## config.mk

```make
export PLATFORM = sky130hd
export DESIGN_NAME = ffhb_csr
export DESIGN_NICKNAME = d
export VERILOG_FILES = /design/src/hdl/first_fit_heap_block_table_core_assert.svh /design/src/hdl/ffhb_pkg.sv /design/src/hdl/ffhb_csr.sv
export SDC_FILE = /design/constraint.sdc
export NUM_CORES = 1
export LEC_CHECK = 0
export BUFFER_PORTS_ARGS = -buffer_cell sky130_fd_sc_hd__buf_2
export CAP_MARGIN = 20
export CORE_UTILIZATION = 50
export CTS_BUF_LIST = sky130_fd_sc_hd__clkbuf_16
export DETAILED_ROUTE_END_ITERATION = 12
export PLACE_DENSITY = 0.78
export RECOVER_POWER = 25
export SETUP_SLACK_MARGIN = 0.02
export SLEW_MARGIN = 40
export SYNTH_ARGS = -nofsm -noshare
export SYNTH_HDL_FRONTEND = slang
export SYNTH_SLANG_ARGS = --single-unit
```

## constraint.sdc

```tcl
create_clock -name clock -period 2.7 [get_ports clock]
set_input_delay 0.405 -clock clock [delete_from_list [all_inputs] [get_ports clock]]
set_output_delay 0.405 -clock clock [all_outputs]
set_load 0.05 [all_outputs]
```

## src/hdl/first_fit_heap_block_table_core_assert.svh

```systemverilog
// ----------------------------------------------------------------------------
// first fit heap block table - assertion macros
// shared property forms, clocked on clock and disabled in reset
// ----------------------------------------------------------------------------
`ifndef FIRST_FIT_HEAP_BLOCK_TABLE_CORE_ASSERT_SVH
`define FIRST_FIT_HEAP_BLOCK_TABLE_CORE_ASSERT_SVH

// same-cycle implication
`define FFHB_ASSERT_IMPL(label, ante, cons) \
   label: assert property (@(posedge clock) disable iff (reset) (ante) |-> (cons)) \
      else $error("ffhb assertion failed");

// next-cycle implication
`define FFHB_ASSERT_NEXT(label, ante, cons) \
   label: assert property (@(posedge clock) disable iff (reset) (ante) |=> (cons)) \
      else $error("ffhb assertion failed");

`endif

```

## src/hdl/ffhb_pkg.sv

```systemverilog
// ----------------------------------------------------------------------------
// ffhb_pkg
// types and codes shared by the heap block table files
// ----------------------------------------------------------------------------
package ffhb_pkg;

   localparam int ADDR_W = 32;
   localparam int SIZE_W = 24;
   localparam int CMD_W  = 3;
   localparam int HSEL_W = 2;
   localparam int ST_W   = 3;
   localparam int CFG_IDX_W = 3;
   localparam int CFG_HEAPS = 3;

   localparam logic [ADDR_W-1:0] ALIGN_LOW = 32'd15;

   localparam logic [CMD_W-1:0] CMD_INIT    = 3'd0;
   localparam logic [CMD_W-1:0] CMD_ALLOC   = 3'd1;
   localparam logic [CMD_W-1:0] CMD_LARGEST = 3'd2;
   localparam logic [CMD_W-1:0] CMD_FREE    = 3'd3;
   localparam logic [CMD_W-1:0] CMD_VOID    = 3'd4;
   localparam logic [CMD_W-1:0] CMD_SHRINK  = 3'd5;
   localparam logic [CMD_W-1:0] CMD_CLEAR   = 3'd6;

   localparam logic [ST_W-1:0] ST_OK       = 3'd0;
   localparam logic [ST_W-1:0] ST_NOFIT    = 3'd1;
   localparam logic [ST_W-1:0] ST_FULL     = 3'd2;
   localparam logic [ST_W-1:0] ST_NOTFOUND = 3'd3;
   localparam logic [ST_W-1:0] ST_STATE    = 3'd4;

   localparam logic [1:0] KIND_FREE = 2'd0;
   localparam logic [1:0] KIND_VOID = 2'd1;
   localparam logic [1:0] KIND_USED = 2'd2;

   localparam int FLAG_FAILED = 0;
   localparam int FLAG_VOIDED = 1;

   localparam logic [CFG_IDX_W-1:0] CFG_BASE0 = 3'd0;
   localparam logic [CFG_IDX_W-1:0] CFG_SIZE0 = 3'd1;
   localparam logic [CFG_IDX_W-1:0] CFG_BASE1 = 3'd2;
   localparam logic [CFG_IDX_W-1:0] CFG_SIZE1 = 3'd3;
   localparam logic [CFG_IDX_W-1:0] CFG_BASE2 = 3'd4;
   localparam logic [CFG_IDX_W-1:0] CFG_SIZE2 = 3'd5;

   typedef struct packed {
      logic [ADDR_W-1:0] start;
      logic [1:0]        kind;
   } entry_type;

   typedef struct packed {
      logic [CFG_HEAPS-1:0][ADDR_W-1:0] base;
      logic [CFG_HEAPS-1:0][SIZE_W-1:0] size;
   } cfg_type;

   function automatic logic [ADDR_W-1:0] round16(input logic [ADDR_W-1:0] v);
      round16 = (v + ALIGN_LOW) & ~ALIGN_LOW;
   endfunction

endpackage

```

## src/hdl/ffhb_csr.sv

```systemverilog
// ----------------------------------------------------------------------------
// ffhb_csr
// heap base and size registers behind the write-only port
// ----------------------------------------------------------------------------
module ffhb_csr (
   input  logic                             clock,
   input  logic                             reset,
   input  logic                             csr_we,
   input  logic [ffhb_pkg::CFG_IDX_W-1:0]   csr_index,
   input  logic [ffhb_pkg::ADDR_W-1:0]      csr_wdata,
   output ffhb_pkg::cfg_type                cfg
);

   ffhb_pkg::cfg_type cfg_ff, cfg_in;

   always_comb begin
      cfg_in = cfg_ff;
      if (csr_we) begin
         case (csr_index)
            ffhb_pkg::CFG_BASE0: cfg_in.base[0] = csr_wdata;
            ffhb_pkg::CFG_SIZE0: cfg_in.size[0] = csr_wdata[ffhb_pkg::SIZE_W-1:0];
            ffhb_pkg::CFG_BASE1: cfg_in.base[1] = csr_wdata;
            ffhb_pkg::CFG_SIZE1: cfg_in.size[1] = csr_wdata[ffhb_pkg::SIZE_W-1:0];
            ffhb_pkg::CFG_BASE2: cfg_in.base[2] = csr_wdata;
            ffhb_pkg::CFG_SIZE2: cfg_in.size[2] = csr_wdata[ffhb_pkg::SIZE_W-1:0];
            default: cfg_in = cfg_ff;
         endcase
      end
   end

   always_ff @(posedge clock) begin
      if (reset) begin
         cfg_ff <= '0;
      end else begin
         cfg_ff <= cfg_in;
      end
   end

   assign cfg = cfg_ff;

endmodule

```

Word level (Yosys, flattened, before mapping)
Cells that the tools add are included.

cells by class
  equality and inequality tests = 5
  reduce and logical (&&, ||, !) cells = 7

operators by type and width
  operator                                                          count
  2-bit AND reduction                                               6
  3-bit by 2-bit == test with 1-bit output (second input constant)  2
  3-bit == test (second input constant)                             2
  3-bit by 1-bit == test with 1-bit output (second input constant)  1
  3-bit zero test                                                   1

storage, ports and cells
  bits in registers = 168
  bits of input ports = 38
  output and inout bits = 168
  logic and storage cells = 18

Logic depth before layout (Yosys ltp)
  depth after elaboration = 2
  mapped depth = 4

Worst setup path after synthesis
OpenSTA, ideal clock, no wires.

  path type = in2reg
  start = in csr_index[1] (netlist name)
  end = reg cfg_ff, in the netlist cfg[93]
  library setup time = 0.124 ns
  data arrival time = 1.319 ns
  slack = 1.257 ns
  stages = 4
  path buffers = 2
  path through = or4b_1 clkbuf_1 buf_6 mux2i_1

between the ends
  longest elaborated chain between the ends = 2

RTL lines
  element                        RTL line        source
  start, declared                ffhb_csr.sv:9   input logic [ffhb_pkg::CFG_IDX_W-1:0] csr_index,
  3-bit zero test                ffhb_csr.sv:19  case (csr_index)
  2-bit AND reduction (no line)  -
  end signal, assigned           ffhb_csr.sv:35  cfg_ff <= cfg_in;
  end, declared                  ffhb_csr.sv:14  ffhb_pkg::cfg_type cfg_ff, cfg_in;

No other way between the ends.
A chain may end at the register's enable or synchronous reset.

Final worst setup path
  start = in csr_index[2] (netlist name)
  end = reg cfg_ff, in the netlist cfg[118]

between the ends
  longest elaborated chain between the ends = 2

RTL lines
  element                                   RTL line
  3-bit by 2-bit == test with 1-bit output  ffhb_csr.sv:19
  2-bit AND reduction (no line)             -

No other way between the ends.

==> reports/results.ini <==
[outcome]
status = finished, violations left
violations = capacitance limit, slew limit

[synth]
ys_seq_elements = 168
synthesis.nets = 624
ys_seq_area_share_pct = 51.2
synth_top_area_cell = dfxtp_1
ys_warn_count = 0
synthArstFlopShare_pct = 0
synth_edf_count = 0
synth.distinct_cells = 11
synthesis.area_mm2 = 0.00657
synthTopCellsByArea = dfxtp_1, mux2i_1, nand2b_1, clkbuf_1, buf_2
syn_avg_cell_area_um2 = 11.2
yosysMostFrequentCell = nand2b_1
synthDominantCellAreaShare_pct = 51.2
synth_common_cells = nand2b_1, dfxtp_1, mux2i_1
synth_ff_type = dfxtp_1
syn_inst = 586

[floorplan]
die_w_um = 117
boundaryPins = 206
die_h_um = 117
initial_core_util_pct = 51.6
die_area_mm2 = 0.0136
core_mm2 = 0.0127
row_count = 41

[setup_path]
r2r_start = cfg[150]
slowest_stage = clkbuf_1
critical_path_class = input port to flip-flop
path_depth = 4
end_kind = flip-flop
rr_endpoint = cfg[150]
worstPathCellList = buf_2, nand4bb_2, clkbuf_1, mux2i_1
r2r_setup_slack_ns = 2.03
worstPathRequired_ns = 2.92
crit_buf_inv = 2
cp-start-kind = input port
critical_path.top_delay_family = buffers and inverters
worstRegToRegCells = 2
cp_max_fo = 20
critPathArrivalTime_ns = 2.25
critPathMaxStageDelay_ns = 1.26

[cts]
hold_buffers = 0
cts_resized = 0
htree_levels = 4
clock_latency_ns = 0.41
tritoncts = built
cts.sinks = 168
cts_buffer_depth = 2
path_clk_slew_ns = 0.06
postCtsSetupBuffers = 0
clockRootBuffer = clkbuf_16
cts_buffers = 17

[route]
drtIter0Drc = 206
via_count = 4743
route.detailed.wl_per_inst_um = 16.2
ant_nets = 0
vias_per_cell = 4.95
wl_mm = 15.6
drc_errors = 0
firstDrtPassIters = 5

[placed_design]
dp_hpwl_mm = 10.8
place.gp.congestion = 0.820
dp.cells = 931
port_buffers = 205

[final_layout]
largest_register_ffs = 168
diodes = 0
syn2layout_area_growth_pct = 25.4
final_util_pct = 64.7
drive_above_1_share_pct = 29.9
nNetsFinal = 816
stdcell_count = 959
fill_cells = 1048

[min_path]
hold_start = csr_wdata[30]
holdPathEnd = cfg[102]
hold_class = input port to flip-flop
whs_path_depth = 3

[sta]
fmax_mhz = 494
setup_viol = 0
rsz0062_at_grt = false
tightest_slew_ns = 1.75
hold_viol = 0
finalMaxSlewViolations = 21
slew_headroom_pct = -16.4
finalSetupTns_ns = 0
post-route-period-util_pct = 75.0
min_period_ns = 2.03
skew_ns = 0

[power]
peakVddDrop_mv = 0.403
leakage_uw = 0.00442
p_per_area_mw_per_mm2 = 643

[global_routing]
grt_pass1_vias = 4535
grt_max_degree = 88
antenna_found_initial = 0
grt.total_usage_pct = 23.1
grt_overflow_total = 0
grt_pass1_wl_mm = 23.7

[job]
max_cap_violations = 1

[cell type report]
class / count / area, um^2 / area share (%)
Tap cell: 172 / 215 / 2.61
Clock buffer: 17 / 425 / 5.17
Multi-Input combinational cell: 376 / 3040 / 36.9
Timing Repair Buffer: 215 / 1090 / 13.3
Sequential cell: 168 / 3360 / 40.8
Clock inverter: 11 / 96.3 / 1.17
[cell families after synthesis]
logic type	count (synthesis)	synth area share [%]
multiplexers	168	25.6
buffers and inverters	42	2.84
AND/OR/NAND/NOR	208	20.3
flip-flops	168	51.2
[per-stage QoR]
stage / power (uW) / instance area, um^2 / worst slack (ns) / hold WS, ns
2_1_floorplan: 3000 / 6570 / 1.26 / 0.603
3_3_place_gp: 3140 / 7750 / 0.873 / 0.456
3_5_place_dp: 3150 / 7770 / 0.850 / 0.460
4_1_cts: 5330 / 8290 / 1.23 / 0.296
5_1_grt: 5460 / 8230 / 0.612 / 0.329
6_report: 5290 / 8230 / 0.675 / 0.308
[layout by cell type (no fill, tap or decap), drive strengths merged]
cell type and n:
clkinv 5, or4b 1, nor4b 1, inv 4
buf 207, clkbuf 25, nand4bb 3, mux2i 168
nand2b 200, dfxtp 168, and4bb 1, nand4b 2
bufinv 2
[tightest hold or removal path: cells and delay by family]
kind,cells,cell delay (ns)
multiplexers,1,0.12
AND/OR/NAND/NOR,1,0.08
buffers and inverters,1,0.07
[worst max path at each step]
stage	from	endpoint	slack, ns
global placement	csr_index[0]	cfg[166]	0.87
finish	csr_index[2]	cfg[118]	0.67
detailed placement	csr_index[1]	cfg[98]	0.85
global route	csr_index[2]	cfg[107]	0.61
CTS	cfg[136]	cfg[136]	1.23
floorplan	csr_index[1]	cfg[93]	1.26
[power by group]
group / internal (uW) / leakage [uW] / total [uW] / switching (uW)
combinational: 169 / 0.00279 / 525 / 356
sequential: 2530 / 0.00136 / 2560 / 29.6
clock: 1310 / 0.000272 / 2200 / 891
[metal layers]
metal,global-route usage (%),vias to the layer above,routed length (um)
met3,6.28,19,844
met1,27.9,2262,6980
met5,0,-,0
li1,-,2316,-
met4,10.7,0,313
met2,38.3,146,7440
(Power assumes the default switching activity.)
